`src/hw/rtl/pses_pkg.sv`:
```
// Shared types and constants for the prefix expression stack evaluator.
// No dependencies; used by pses_alu and the top level.
package pses_pkg;

	// Default sizes of the value stack
	localparam int STACK_DEPTH_DEF = 32;
	localparam int VALUE_WIDTH_DEF = 32;

	// Character codes
	localparam logic [7:0] CH_NUL   = 8'h00;
	localparam logic [7:0] CH_ZERO  = 8'h30;
	localparam logic [7:0] CH_PLUS  = 8'h2B;
	localparam logic [7:0] CH_MINUS = 8'h2D;
	localparam logic [7:0] CH_STAR  = 8'h2A;
	localparam logic [7:0] CH_SLASH = 8'h2F;
	localparam logic [7:0] CH_PCT   = 8'h25;
	localparam logic [7:0] CH_LPAR  = 8'h28;
	localparam logic [7:0] CH_RPAR  = 8'h29;

	// Error codes reported with each result
	typedef enum logic [1:0] {
		ERR_NONE  = 2'd0,
		ERR_DIV0  = 2'd1,
		ERR_UNDER = 2'd2,
		ERR_OVER  = 2'd3
	} err_t;

	// Operations of the shared arithmetic unit
	typedef enum logic [2:0] {
		OP_ADD,
		OP_SUB,
		OP_MUL,
		OP_DIV,
		OP_MOD
	} alu_op_t;

	// Request from the sequencer to the arithmetic unit
	typedef struct packed {
		logic    start;
		alu_op_t op;
	} alu_req_t;

	// Sequencer states
	typedef enum logic [2:0] {
		ST_IDLE,
		ST_RD_TOP,
		ST_RD_NEXT,
		ST_EXEC,
		ST_CALC,
		ST_EMIT
	} seq_state_t;

	// Arithmetic unit states
	typedef enum logic [1:0] {
		AS_IDLE,
		AS_RUN,
		AS_FIX,
		AS_DONE
	} alu_state_t;

endpackage

```
`src/hw/rtl/pses_ram.sv`:
```
// Generic single-write, single-read RAM with registered read data.
// No dependencies.
module pses_ram #(
	parameter int WIDTH = 32,
	parameter int DEPTH = 32
) (
	input  logic                     clk,
	input  logic                     wr_en,
	input  logic [$clog2(DEPTH)-1:0] wr_addr,
	input  logic [WIDTH-1:0]         wr_data,
	input  logic                     rd_en,
	input  logic [$clog2(DEPTH)-1:0] rd_addr,
	output logic [WIDTH-1:0]         rd_data
);

	logic [WIDTH-1:0] mem_q [DEPTH];

	// Write port
	always_ff @(posedge clk) begin
		if (wr_en) begin
			mem_q[wr_addr] <= wr_data;
		end
	end

	// Registered read port, holds when not enabled
	always_ff @(posedge clk) begin
		if (rd_en) begin
			rd_data <= mem_q[rd_addr];
		end
	end

endmodule

```
`src/hw/rtl/pses_alu.sv`:
```
// Iterative arithmetic unit around one shared adder: add, subtract,
// shift-add multiply and restoring divide/modulo. Depends on pses_pkg.
module pses_alu #(
	parameter int VALUE_WIDTH = pses_pkg::VALUE_WIDTH_DEF
) (
	input  logic                    clk,
	input  logic                    arst_n,
	input  pses_pkg::alu_req_t      req,
	input  logic [VALUE_WIDTH-1:0]  a,
	input  logic [VALUE_WIDTH-1:0]  b,
	output logic                    done,
	output logic [VALUE_WIDTH-1:0]  result
);

	localparam int W  = VALUE_WIDTH;
	localparam int CW = $clog2(W + 1);

	pses_pkg::alu_state_t state_q, state_d;
	pses_pkg::alu_op_t    op_q;
	logic [W-1:0]         x_q, y_q, acc_q;
	logic [CW-1:0]        cnt_q;
	logic                 qneg_q, rneg_q;

	logic [W-1:0]         a_mag, b_mag;
	logic [W-1:0]         add_a, add_b;
	logic                 add_sub;
	logic [W:0]           sum;
	logic [W-1:0]         rem_sh;
	logic                 last_step;

	// Operand magnitudes for division
	assign a_mag = a[W-1] ? (~a + {{(W-1){1'b0}}, 1'b1}) : a;
	assign b_mag = b[W-1] ? (~b + {{(W-1){1'b0}}, 1'b1}) : b;

	assign rem_sh    = {acc_q[W-2:0], y_q[W-1]};
	assign last_step = (cnt_q == CW'(1));

	// Shared adder
	assign sum = {1'b0, add_a} + {1'b0, add_b ^ {W{add_sub}}} + {{W{1'b0}}, add_sub};

	// Next state
	always_comb begin
		state_d = state_q;
		case (state_q)
			pses_pkg::AS_IDLE: begin
				if (req.start) state_d = pses_pkg::AS_RUN;
			end
			pses_pkg::AS_RUN: begin
				case (op_q)
					pses_pkg::OP_ADD, pses_pkg::OP_SUB: state_d = pses_pkg::AS_DONE;
					pses_pkg::OP_MUL: if (last_step) state_d = pses_pkg::AS_DONE;
					default: if (last_step) state_d = pses_pkg::AS_FIX;
				endcase
			end
			pses_pkg::AS_FIX:  state_d = pses_pkg::AS_DONE;
			pses_pkg::AS_DONE: state_d = pses_pkg::AS_IDLE;
			default:           state_d = pses_pkg::AS_IDLE;
		endcase
	end

	// Adder operand selection and outputs
	always_comb begin
		add_a   = x_q;
		add_b   = y_q;
		add_sub = 1'b0;
		case (state_q)
			pses_pkg::AS_RUN: begin
				case (op_q)
					pses_pkg::OP_ADD: begin
						add_a = x_q;
						add_b = y_q;
					end
					pses_pkg::OP_SUB: begin
						add_a   = x_q;
						add_b   = y_q;
						add_sub = 1'b1;
					end
					pses_pkg::OP_MUL: begin
						add_a = acc_q;
						add_b = x_q;
					end
					default: begin
						add_a   = rem_sh;
						add_b   = x_q;
						add_sub = 1'b1;
					end
				endcase
			end
			pses_pkg::AS_FIX: begin
				add_a   = '0;
				add_b   = (op_q == pses_pkg::OP_DIV) ? y_q : acc_q;
				add_sub = 1'b1;
			end
			default: begin
				add_a   = x_q;
				add_b   = y_q;
				add_sub = 1'b0;
			end
		endcase
	end

	assign done   = (state_q == pses_pkg::AS_DONE);
	assign result = acc_q;

	// Control state
	always_ff @(posedge clk or negedge arst_n) begin
		if (!arst_n) begin
			state_q <= pses_pkg::AS_IDLE;
		end else begin
			state_q <= state_d;
		end
	end

	// Datapath registers
	always_ff @(posedge clk) begin
		case (state_q)
			pses_pkg::AS_IDLE: begin
				if (req.start) begin
					op_q   <= req.op;
					acc_q  <= '0;
					cnt_q  <= CW'(W);
					qneg_q <= a[W-1] ^ b[W-1];
					rneg_q <= a[W-1];
					if (req.op == pses_pkg::OP_DIV || req.op == pses_pkg::OP_MOD) begin
						x_q <= b_mag;
						y_q <= a_mag;
					end else begin
						x_q <= a;
						y_q <= b;
					end
				end
			end
			pses_pkg::AS_RUN: begin
				case (op_q)
					pses_pkg::OP_ADD, pses_pkg::OP_SUB: begin
						acc_q <= sum[W-1:0];
					end
					pses_pkg::OP_MUL: begin
						if (y_q[0]) acc_q <= sum[W-1:0];
						x_q   <= {x_q[W-2:0], 1'b0};
						y_q   <= {1'b0, y_q[W-1:1]};
						cnt_q <= cnt_q - CW'(1);
					end
					default: begin
						// Restore when the trial subtract borrows
						acc_q <= sum[W] ? sum[W-1:0] : rem_sh;
						y_q   <= {y_q[W-2:0], sum[W]};
						cnt_q <= cnt_q - CW'(1);
					end
				endcase
			end
			pses_pkg::AS_FIX: begin
				// Apply signs: quotient by operand signs, remainder by dividend
				if (op_q == pses_pkg::OP_DIV) begin
					acc_q <= qneg_q ? sum[W-1:0] : y_q;
				end else begin
					acc_q <= rneg_q ? sum[W-1:0] : acc_q;
				end
			end
			default: begin
				acc_q <= acc_q;
			end
		endcase
	end

endmodule

```
`src/hw/rtl/prefix_expression_stack_evaluator.sv`:
```
// Prefix expression evaluator: stack RAM, sequencer, shared arithmetic unit.
// A push or parenthesis is handled in the idle state; NUL waits for the output to be free;
// + - * / % read two entries and run in the shared unit, but a divide by zero skips it.
// One transaction at a time; the next is taken once the sequencer is idle.
// Reset empties the stack and clears the error; stack contents are not cleared.
// Depends on pses_pkg, pses_ram, pses_alu.
module prefix_expression_stack_evaluator #(
	parameter int STACK_DEPTH = pses_pkg::STACK_DEPTH_DEF,
	parameter int VALUE_WIDTH = pses_pkg::VALUE_WIDTH_DEF
) (
	input  logic        clk,
	input  logic        arst_n,
	input  logic        symbol_valid,
	output logic        symbol_stall,
	input  logic [7:0]  symbol_char,
	output logic        result_valid,
	input  logic        result_stall,
	output logic [31:0] result_value,
	output logic [1:0]  error_code
);

	localparam int W  = VALUE_WIDTH;
	localparam int AW = $clog2(STACK_DEPTH);
	localparam int LW = $clog2(STACK_DEPTH + 1);

	pses_pkg::seq_state_t state_q, state_d;
	pses_pkg::err_t       err_q;
	pses_pkg::alu_op_t    op_q;
	logic [LW-1:0]        level_q;
	logic                 nul_q;
	logic [W-1:0]         left_q;
	logic                 result_valid_q;
	logic [31:0]          result_value_q;
	pses_pkg::err_t       error_code_q;

	logic                 accept;
	logic                 is_nul, is_op, is_paren;
	pses_pkg::alu_op_t    char_op;
	logic                 have_two, full;
	logic [LW-1:0]        lvl_m1, lvl_m2;
	logic signed [8:0]    push_small;
	logic [W+8:0]         push_ext;
	logic [W-1:0]         rd_data, top_val;
	logic [W+31:0]        top_ext;
	logic                 div_zero, out_free;
	logic                 alu_done;
	logic [W-1:0]         alu_result;
	pses_pkg::alu_req_t   alu_req;

	logic                 rd_en, wr_en;
	logic [AW-1:0]        rd_addr, wr_addr;
	logic [W-1:0]         wr_data;
	logic                 lvl_inc, lvl_dec1, lvl_dec2, emit_load;
	logic                 note_en;
	pses_pkg::err_t       note_code;

	// Classify the incoming character
	always_comb begin
		is_nul   = 1'b0;
		is_op    = 1'b0;
		is_paren = 1'b0;
		char_op  = pses_pkg::OP_ADD;
		case (symbol_char) inside
			pses_pkg::CH_NUL:   is_nul = 1'b1;
			pses_pkg::CH_PLUS:  begin is_op = 1'b1; char_op = pses_pkg::OP_ADD; end
			pses_pkg::CH_MINUS: begin is_op = 1'b1; char_op = pses_pkg::OP_SUB; end
			pses_pkg::CH_STAR:  begin is_op = 1'b1; char_op = pses_pkg::OP_MUL; end
			pses_pkg::CH_SLASH: begin is_op = 1'b1; char_op = pses_pkg::OP_DIV; end
			pses_pkg::CH_PCT:   begin is_op = 1'b1; char_op = pses_pkg::OP_MOD; end
			pses_pkg::CH_LPAR, pses_pkg::CH_RPAR: is_paren = 1'b1;
			default:            is_nul = 1'b0;
		endcase
	end

	assign accept   = symbol_valid && !symbol_stall;
	assign have_two = (level_q >= LW'(2));
	assign full     = (level_q >= LW'(STACK_DEPTH));
	assign lvl_m1   = level_q - LW'(1);
	assign lvl_m2   = level_q - LW'(2);

	// Pushed value is the code minus 48, wrapped to the value width
	assign push_small = $signed({1'b0, symbol_char}) - $signed({1'b0, pses_pkg::CH_ZERO});
	assign push_ext   = {{W{push_small[8]}}, push_small};

	assign div_zero = (op_q == pses_pkg::OP_DIV || op_q == pses_pkg::OP_MOD) && (rd_data == '0);
	assign out_free = !result_valid_q || !result_stall;

	// Top of stack for the result, low 32 bits
	assign top_val = (level_q == '0) ? '0 : rd_data;
	assign top_ext = {32'b0, top_val};

	// Next state
	always_comb begin
		state_d = state_q;
		case (state_q)
			pses_pkg::ST_IDLE: begin
				if (symbol_valid) begin
					if (is_nul) begin
						state_d = (level_q == '0) ? pses_pkg::ST_EMIT : pses_pkg::ST_RD_TOP;
					end else if (is_op && have_two) begin
						state_d = pses_pkg::ST_RD_TOP;
					end
				end
			end
			pses_pkg::ST_RD_TOP:  state_d = nul_q ? pses_pkg::ST_EMIT : pses_pkg::ST_RD_NEXT;
			pses_pkg::ST_RD_NEXT: state_d = pses_pkg::ST_EXEC;
			pses_pkg::ST_EXEC:    state_d = div_zero ? pses_pkg::ST_IDLE : pses_pkg::ST_CALC;
			pses_pkg::ST_CALC: begin
				if (alu_done) state_d = pses_pkg::ST_IDLE;
			end
			pses_pkg::ST_EMIT: begin
				if (out_free) state_d = pses_pkg::ST_IDLE;
			end
			default: state_d = pses_pkg::ST_IDLE;
		endcase
	end

	// Sequencer outputs
	always_comb begin
		symbol_stall  = (state_q != pses_pkg::ST_IDLE);
		rd_en         = 1'b0;
		rd_addr       = lvl_m1[AW-1:0];
		wr_en         = 1'b0;
		wr_addr       = lvl_m2[AW-1:0];
		wr_data       = alu_result;
		lvl_inc       = 1'b0;
		lvl_dec1      = 1'b0;
		lvl_dec2      = 1'b0;
		emit_load     = 1'b0;
		note_en       = 1'b0;
		note_code     = pses_pkg::ERR_NONE;
		alu_req.start = 1'b0;
		alu_req.op    = op_q;
		case (state_q)
			pses_pkg::ST_IDLE: begin
				if (accept && !is_nul) begin
					if (is_op || is_paren) begin
						if (!have_two) begin
							note_en   = 1'b1;
							note_code = pses_pkg::ERR_UNDER;
						end else if (is_paren) begin
							lvl_dec2 = 1'b1;
						end
					end else if (full) begin
						note_en   = 1'b1;
						note_code = pses_pkg::ERR_OVER;
					end else begin
						wr_en   = 1'b1;
						wr_addr = level_q[AW-1:0];
						wr_data = push_ext[W-1:0];
						lvl_inc = 1'b1;
					end
				end
			end
			pses_pkg::ST_RD_TOP: begin
				rd_en   = 1'b1;
				rd_addr = lvl_m1[AW-1:0];
			end
			pses_pkg::ST_RD_NEXT: begin
				rd_en   = 1'b1;
				rd_addr = lvl_m2[AW-1:0];
			end
			pses_pkg::ST_EXEC: begin
				if (div_zero) begin
					note_en   = 1'b1;
					note_code = pses_pkg::ERR_DIV0;
					wr_en     = 1'b1;
					wr_data   = '0;
					lvl_dec1  = 1'b1;
				end else begin
					alu_req.start = 1'b1;
				end
			end
			pses_pkg::ST_CALC: begin
				if (alu_done) begin
					wr_en    = 1'b1;
					lvl_dec1 = 1'b1;
				end
			end
			pses_pkg::ST_EMIT: begin
				emit_load = out_free;
			end
			default: symbol_stall = 1'b1;
		endcase
	end

	// Control state: sequencer, stack level, first error, output valid
	always_ff @(posedge clk or negedge arst_n) begin
		if (!arst_n) begin
			state_q        <= pses_pkg::ST_IDLE;
			level_q        <= '0;
			err_q          <= pses_pkg::ERR_NONE;
			result_valid_q <= 1'b0;
		end else begin
			state_q <= state_d;
			if (emit_load) begin
				level_q <= '0;
				err_q   <= pses_pkg::ERR_NONE;
			end else begin
				if (lvl_inc)  level_q <= level_q + LW'(1);
				if (lvl_dec1) level_q <= lvl_m1;
				if (lvl_dec2) level_q <= lvl_m2;
				if (note_en && err_q == pses_pkg::ERR_NONE) err_q <= note_code;
			end
			if (emit_load) begin
				result_valid_q <= 1'b1;
			end else if (!result_stall) begin
				result_valid_q <= 1'b0;
			end
		end
	end

	// Payload registers
	always_ff @(posedge clk) begin
		if (accept) begin
			nul_q <= is_nul;
			op_q  <= char_op;
		end
		if (state_q == pses_pkg::ST_RD_NEXT) begin
			left_q <= rd_data;
		end
		if (emit_load) begin
			result_value_q <= top_ext[31:0];
			error_code_q   <= (level_q == '0 && err_q == pses_pkg::ERR_NONE) ?
				pses_pkg::ERR_UNDER : err_q;
		end
	end

	assign result_valid = result_valid_q;
	assign result_value = result_value_q;
	assign error_code   = error_code_q;

	pses_ram #(
		.WIDTH(W),
		.DEPTH(STACK_DEPTH)
	) u_stack (
		.clk    (clk),
		.wr_en  (wr_en),
		.wr_addr(wr_addr),
		.wr_data(wr_data),
		.rd_en  (rd_en),
		.rd_addr(rd_addr),
		.rd_data(rd_data)
	);

	pses_alu #(
		.VALUE_WIDTH(W)
	) u_alu (
		.clk   (clk),
		.arst_n(arst_n),
		.req   (alu_req),
		.a     (left_q),
		.b     (rd_data),
		.done  (alu_done),
		.result(alu_result)
	);

	// Stack level never passes the depth
	assert property (@(posedge clk) disable iff (!arst_n)
		level_q <= LW'(STACK_DEPTH))
		else $error("stack level beyond depth");

	// Arithmetic results only arrive while the sequencer waits for them
	assert property (@(posedge clk) disable iff (!arst_n)
		alu_done |-> state_q == pses_pkg::ST_CALC)
		else $error("arithmetic result outside wait state");

	// Emitting a result empties the stack and clears the error
	assert property (@(posedge clk) disable iff (!arst_n)
		emit_load |=> (level_q == '0 && err_q == pses_pkg::ERR_NONE && result_valid_q))
		else $error("stack not emptied after result");

	// A new result only appears out of the emit state
	assert property (@(posedge clk) disable iff (!arst_n)
		$rose(result_valid_q) |-> $past(state_q) == pses_pkg::ST_EMIT)
		else $error("result raised outside emit state");

endmodule

```
`config.mk`:
```
export PLATFORM = sky130hd
export DESIGN_NAME = prefix_expression_stack_evaluator
export DESIGN_NICKNAME = d
export VERILOG_FILES = /design/src/hw/rtl/pses_pkg.sv /design/src/hw/rtl/pses_ram.sv /design/src/hw/rtl/pses_alu.sv /design/src/hw/rtl/prefix_expression_stack_evaluator.sv
export SDC_FILE = /design/constraint.sdc
export NUM_CORES = 2
export LEC_CHECK = 0
export ABC_AREA = 1
export ABC_CLOCK_PERIOD_IN_PS = 5000
export BUFFER_PORTS_ARGS = -buffer_cell sky130_fd_sc_hd__buf_2
export CORE_MARGIN = 1.5
export CORE_UTILIZATION = 40
export CTS_CLUSTER_DIAMETER = 200
export DETAILED_ROUTE_END_ITERATION = 10
export GPL_TIMING_DRIVEN = 0
export HOLD_SLACK_MARGIN = 0.06
export PLACE_DENSITY_LB_ADDON = 0.05
export SYNTH_ARGS = -nofsm -noshare
export SYNTH_HDL_FRONTEND = slang
export SYNTH_SLANG_ARGS = --single-unit
```
`constraint.sdc`:
```
create_clock -name clk -period 5 [get_ports clk]
set_input_delay 0.5 -clock clk [delete_from_list [all_inputs] [get_ports clk]]
set_output_delay 0.5 -clock clk [all_outputs]
set_load 0.03 [all_outputs]
```
After elaboration in Yosys (flattened, before gate mapping)

Memory sizes are Yosys's and may differ from the RTL's. A register that Yosys moved wholly into a read port is not among the register bits.
Index checks and enable logic that the tools add are counted.

$add $sub $neg: 9
$lt $le $gt $ge: 2
Equal/unequal tests: 33
Multiplexer cells: 109
Bitwise operators: 4
Reductions and logical operators: 39

Operators with widths:

| cell                                                                   | number |
|---|---|
| 32-bit two-way mux                                                     | 19 |
| 32-bit one-hot mux with 2 select lines                                 | 8 |
| 32-bit one-hot mux with 3 select lines                                 | 1 |
| 32-bit by 1-bit adder with 32-bit output (second input constant)       | 2 |
| 32-bit NOT                                                             | 2 |
| 8-bit by 6-bit equality test with 1-bit output (second input constant) | 7 |
| 1-bit two-way mux                                                      | 41 |
| 6-bit two-way mux                                                      | 6 |
| 32-bit by 32-bit adder with 33-bit output                              | 1 |
| 33-bit by 1-bit adder with 33-bit output                               | 1 |
| 32-bit zero test                                                       | 1 |
| 32-bit XOR                                                             | 1 |
| 3-bit two-way mux                                                      | 9 |
| 5-bit two-way mux                                                      | 5 |
| 2-bit two-way mux                                                      | 11 |
| 3-bit one-hot mux with 6 select lines                                  | 1 |
| 3-bit by 2-bit equality test with 1-bit output (second input constant) | 5 |
| 6-bit one-hot mux with 2 select lines                                  | 1 |
| 6-bit by 1-bit subtractor with 6-bit output (second input constant)    | 2 |
| 2-bit != test (second input constant)                                  | 5 |
| 2-bit OR reduction                                                     | 5 |
| 3-bit equality test (second input constant)                            | 3 |
| 3-bit by 2-bit != test with 1-bit output (second input constant)       | 3 |
| 3-bit AND reduction                                                    | 3 |
| other kinds (32)                                                       | 53 |

Register bits after elaboration: 191
Bits in writable memories: 1,024
Input port bits: 12
Memories kept: 1

Memories:

| name          | words | bits a word | rd ports | clocked after memory_dff | write ports | line           | source |
|---|---|---|---|---|---|---|---|
| u_stack.mem_q | 32    | 32          | 1        | 1                        | 1           | pses_ram.sv:16 | `logic [WIDTH-1:0] mem_q [DEPTH];` |

Depth between registers and ports, before layout

Depth in word-level cells: 17
Depth in mapped cells: 30
Mapped depth without buffers: 27

Hierarchy

From an unflattened synthesis, not the netlist that was laid out.

Cells, all modules: 5,600
Area, all modules: 58,233.4 µm²

Modules (own cells, without submodules):

| module                            | instances | cells an instance | area an instance (µm²) |
|---|---|---|---|
| pses_ram                          | 1         | 3,536             | 42,726.0 |
| pses_alu                          | 1         | 1,580             | 11,134.4 |
| prefix_expression_stack_evaluator | 1         | 484               | 4,372.9 |

Worst setup path after synthesis

Ideal clock, no wire load.

Kind: register to register
Start point: reg u_alu.state_q[1]
End point: reg u_alu.acc_q[0], in the netlist u_alu.result[0] (enable)
Library setup time: 470 ps
Data arrival time: 3,901 ps
Data required time: 4,530 ps
Slack: 629 ps
Stages on the path, launching flop included: 10
Buffers on the path: 2
Clock period less this slack: 4,371 ps
Cells stage by stage: dfrtp_1 > inv_1 > ha_1 > buf_2 > inv_1 > clkbuf_1 > nor2_1 > clkinv_1 > o22ai_1 > a211oi_1

Cells in the longest elaborated chain, start to end: 3

Ends and longest elaborated chain:

| what                                                                       | line            | source |
|---|---|---|
| start: declaration                                                         | pses_alu.sv:18  | `pses_pkg::alu_state_t state_q, state_d;` |
| start signal: assignment                                                   | pses_alu.sv:108 | `state_q <= pses_pkg::AS_IDLE;` |
| start signal: assignment                                                   | pses_alu.sv:110 | `state_q <= state_d;` |
| 2-bit equality test (tied with other cells)                                | pses_alu.sv:116 | `case (state_q)` |
| 3-bit by 1-bit != test with 1-bit output (no line) (tied with other cells) | n/a             |  |
| 4-bit AND reduction (no line) (*)                                          | n/a             |  |
| end signal: assignment                                                     | pses_alu.sv:136 | `acc_q <= sum[W-1:0];` |
| end signal: assignment                                                     | pses_alu.sv:139 | `if (y_q[0]) acc_q <= sum[W-1:0];` |
| end signal: assignment                                                     | pses_alu.sv:146 | `acc_q <= sum[W] ? sum[W-1:0] : rem_sh;` |
| end: declaration                                                           | pses_alu.sv:20  | `logic [W-1:0] x_q, y_q, acc_q;` |

Mark *: on every way between the ends. The rest lies on a longest branch, timed or not.
A chain may end at the register's enable or synchronous reset.

Worst setup path after layout

Start point: reg level_q[1]
End point: reg u_stack.rd_data[21], read port of u_stack.mem_q (data pin)

Cells in the longest elaborated chain, start to end: 2

Ends and longest elaborated chain:

| what                                                                                                       | line                                                                             | source |
|---|---|---|
| start: declaration                                                                                         | prefix_expression_stack_evaluator.sv:29                                          | `logic [LW-1:0] level_q;` |
| start signal: assignment                                                                                   | prefix_expression_stack_evaluator.sv:200                                         | `if (lvl_inc) level_q <= level_q + LW'(1);` |
| start signal: assignment                                                                                   | prefix_expression_stack_evaluator.sv:201                                         | `if (lvl_dec1) level_q <= lvl_m1;` |
| start signal: assignment                                                                                   | prefix_expression_stack_evaluator.sv:202                                         | `if (lvl_dec2) level_q <= lvl_m2;` |
| 6-bit by 1-bit subtractor with 6-bit output or 6-bit by 2-bit subtractor with 6-bit output (tied branches) | prefix_expression_stack_evaluator.sv:78, prefix_expression_stack_evaluator.sv:79 |  |
| 5-bit two-way mux (*)                                                                                      | prefix_expression_stack_evaluator.sv:134                                         | `case (state_q)` |
| end: declaration                                                                                           | pses_ram.sv:13                                                                   | `output logic [WIDTH-1:0] rd_data` |

Marked as above.

==> flow_summary.yaml <==
worst_setup_path:
  startpoint_type: "flip-flop"
  worstSetupPathType: "reg -> reg"
  required_ns: 5.48
  path_max_fanout: 10
  critical_path_arrival_ns: 5.47
  slowest_stage: "o21ai_2"
  endpoint_kind: "flip-flop"
  max_stage_delay_ns: 0.69
  path_cells: "inv_1, ha_1, o21ai_2, buf_2, clkbuf_1, o211ai_1, nand2_1, nor2_1, a31oi_1"
  ff2ff_path_depth: 9
sta:
  fmax_ghz: 0.2002
  setup_viol_count_final: 0
  fin_crit_ns: 4.995
  tightest_slew_ns: 1.371
  rsz0062_at_grt: "true"
  finalCritPeriodShare_pct: 99.91
  drv_slew: 0
  final-hold-violation-count: 0
  max_slew_margin_pct: 7.649
  skew_ns: 0.02983
die:
  die_h_um: 377.3
  num_rows: 137
  die_w_um: 377.3
  dieArea_um2: 142300
  ios: 48
  initial_core_util_pct: 40.25
  core-area_um2: 139200
detailed_routing:
  routed_wl_um: 222800
  top_layer_used: "met5"
  drt-pass1-iter-count: 7
  wl_met3_um: 18000
  first_iter_violations: 5523
  drc: 0
  postRouteAntennaNets: 0
  met2_length_um: 98920
  viasPerCell: 6.014
  route.vias.total: 42680
  routedWlPerCell_um: 31.39
  met1_length_um: 94910
clock_network:
  path_clk_slew_ns: 0.07
  clk_latency_ns: 0.79
  cts_tree: "done"
  post_cts_buffers: 0
  cts_root_buffer: "clkbuf_16"
  clockBufferDepth: 3
  htree_num_levels: 4
  cts_buffers: 140
  clock-sinks: 1247
synth:
  async_reset_ff_share_pct: 1.123
  synthFlopType: "edfxtp_1"
  synth_seq_cells: 1247
  syn_inst: 4864
  syn-num-nets: 4927
  yosysUniqueCellTypes: 62
  synth_edf_count: 1233
  synth_area_leaders: "edfxtp_1, o21ai_0, nor2_1, o221ai_1, nand2_1"
  yosysTopAreaCell: "edfxtp_1"
  ys_seq_area_share_pct: 66.71
  syn-mean-instance-area_um2: 11.52
  ys_warn_count: 0
  syn_area_um2: 56030
  synth.top_cell.area_share_pct: 66.08
cells_and_area:
  drive_gt1_share_pct: 10.17
  mostFrequentLayoutCells: "edfxtp_1, o21ai_0, nor2_1, nand2_1, inv_1"
  fin_nets: 5185
  final_common_cell: "edfxtp_1"
  final_area_um2: 65210
  area_growth_pct: 16.39
global_routing:
  antenna_found_initial: 10
  grt_first_pass_wirelength_um: 309100
  grt_overflow: 0
  grt_pass1_vias: 40520
  grt_max_degree: 35
  globalRouteTotalUtil_pct: 31.02
flow_run:
  max_cap_violations: 0
min_path:
  min_path_type: "in -> reg"
  whs_path_depth: 3
status:
  outcome: "completed"
placed_design:
  gp_congestion: 1.025
  detailed_place_hpwl_um: 159800
  port_buffers: 47
  placed_cell_area_um2: 60870
==> synthesized netlist by cell type, types with 9 or more instances <==
cell	count
a21oi_1	145
a22oi_1	9
a31oi_1	36
buf_1	19
buf_2	53
buf_4	10
clkbuf_1	229
dfrtp_1	14
edfxtp_1	1233
ha_1	50
inv_1	282
inv_2	11
nand2_1	392
nand2_2	11
nand3_1	159
nand3_2	9
nand4_1	17
nor2_1	709
nor3_1	33
nor4_1	11
o211ai_1	109
o21ai_0	733
o21ai_1	33
o21bai_1	9
o221ai_1	241
o22ai_1	120
xnor2_1	20
xor2_1	79
==> flip-flops by register name, summed over array words and instances, names as in the netlist <==
signal / count
u_alu.y_q: 32
u_alu.qneg_q: 1
u_stack.mem_q: 1024
u_alu.state_q: 2
level_q: 6
u_stack.rd_data: 32
result_value: 32
u_alu.op_q: 3
nul_q: 1
u_alu.rneg_q: 1
op_q: 3
result_valid: 1
u_alu.x_q: 32
err_q: 2
state_q: 3
left_q: 32
error_code: 2
u_alu.cnt_q: 6
u_alu.result: 32
==> kinds of logic (layout without fill, tap and decap cells) <==
| family | count (synthesis) | in the layout | synth area share (%) |
|---|---|---|---|
| compound gates | 1482 | 1482 | 16.08 |
| xor+xnor | 100 | 100 | 1.577 |
| mux | 1 | 1 | 0.01787 |
| other cells | 0 | 1 | 0 |
| buf+inv | 616 | 972 | 4.366 |
| flops | 1247 | 1247 | 66.71 |
| simple gates | 1367 | 1367 | 10.10 |
| fa+ha+maj | 51 | 51 | 1.152 |
==> final timing paths <==
check	start	end	slack, ns
hold / removal	symbol_char[1]	op_q[1]	0.14
max in group asynchronous	arst_n	level_q[0]	4.48
min in group asynchronous	arst_n	result_valid	0.18
setup / recovery	level_q[1]	u_stack.rd_data[21]	0.005
hold reg to reg	u_stack.rd_data[31]	left_q[31]	0.45
setup reg to reg	level_q[1]	u_stack.rd_data[21]	0.005
==> critical path: cells and delay by family, from the launching register on <==
family                   cells  cell delay [ns]
AO/OA/AOI/OAI                3             1.72
buffers and inverters        3             1.42
flip-flops                   1             0.59
AND/OR/NAND/NOR              2             0.56
adder cells (fa/ha/maj)      1             0.39
==> through the flow <==
stage	TNS, ns	worst slack, ns	std cells	hold slack (ns)	util [%]
floorplan	0	0.6287	4864	0.2044	-
global placement	-4159.19	-3.465	6787	0.4318	42.11
detailed placement	-14.42	-0.5114	6856	0.4380	43.74
CTS	0	0.01044	7096	0.09064	46.82
global route	-0.1919	-0.06393	7096	0.1545	46.85
finish	0	0.004704	7097	0.1408	46.85
==> per-layer routing <==
| layer | GRT usage, % | up-vias |
|---|---|---|
| met5 | 0 | - |
| met4 | 14.11 | 6 |
| met3 | 5.113 | 427 |
| met2 | 47.41 | 2234 |
| met1 | 43.36 | 21470 |
| li1 | - | 18550 |
==> area by class of cell <==
class | instances | area [um^2]
diodes | 1 | 2.502
plain buffers | 316 | 1366
clock buffers | 169 | 3612
clock inverters | 71 | 615.6
fillers | 12900 | 73970
inverters | 298 | 1124
multi-input cells | 3001 | 16900
flip-flops and latches | 1247 | 37380
well taps | 1876 | 2347
repair buffers | 118 | 1872
==> timing repair <==
action	CTS	global route
pin swaps	0	0
resized for setup	20	44
setup endpoints to repair	40	35
endpoints found under the hold margin	16	0
hold buffers	2	0
Power is left out: the tool's default activity adds up to more than one toggle a clock period on the data nets, which glitch-free logic cannot reach.
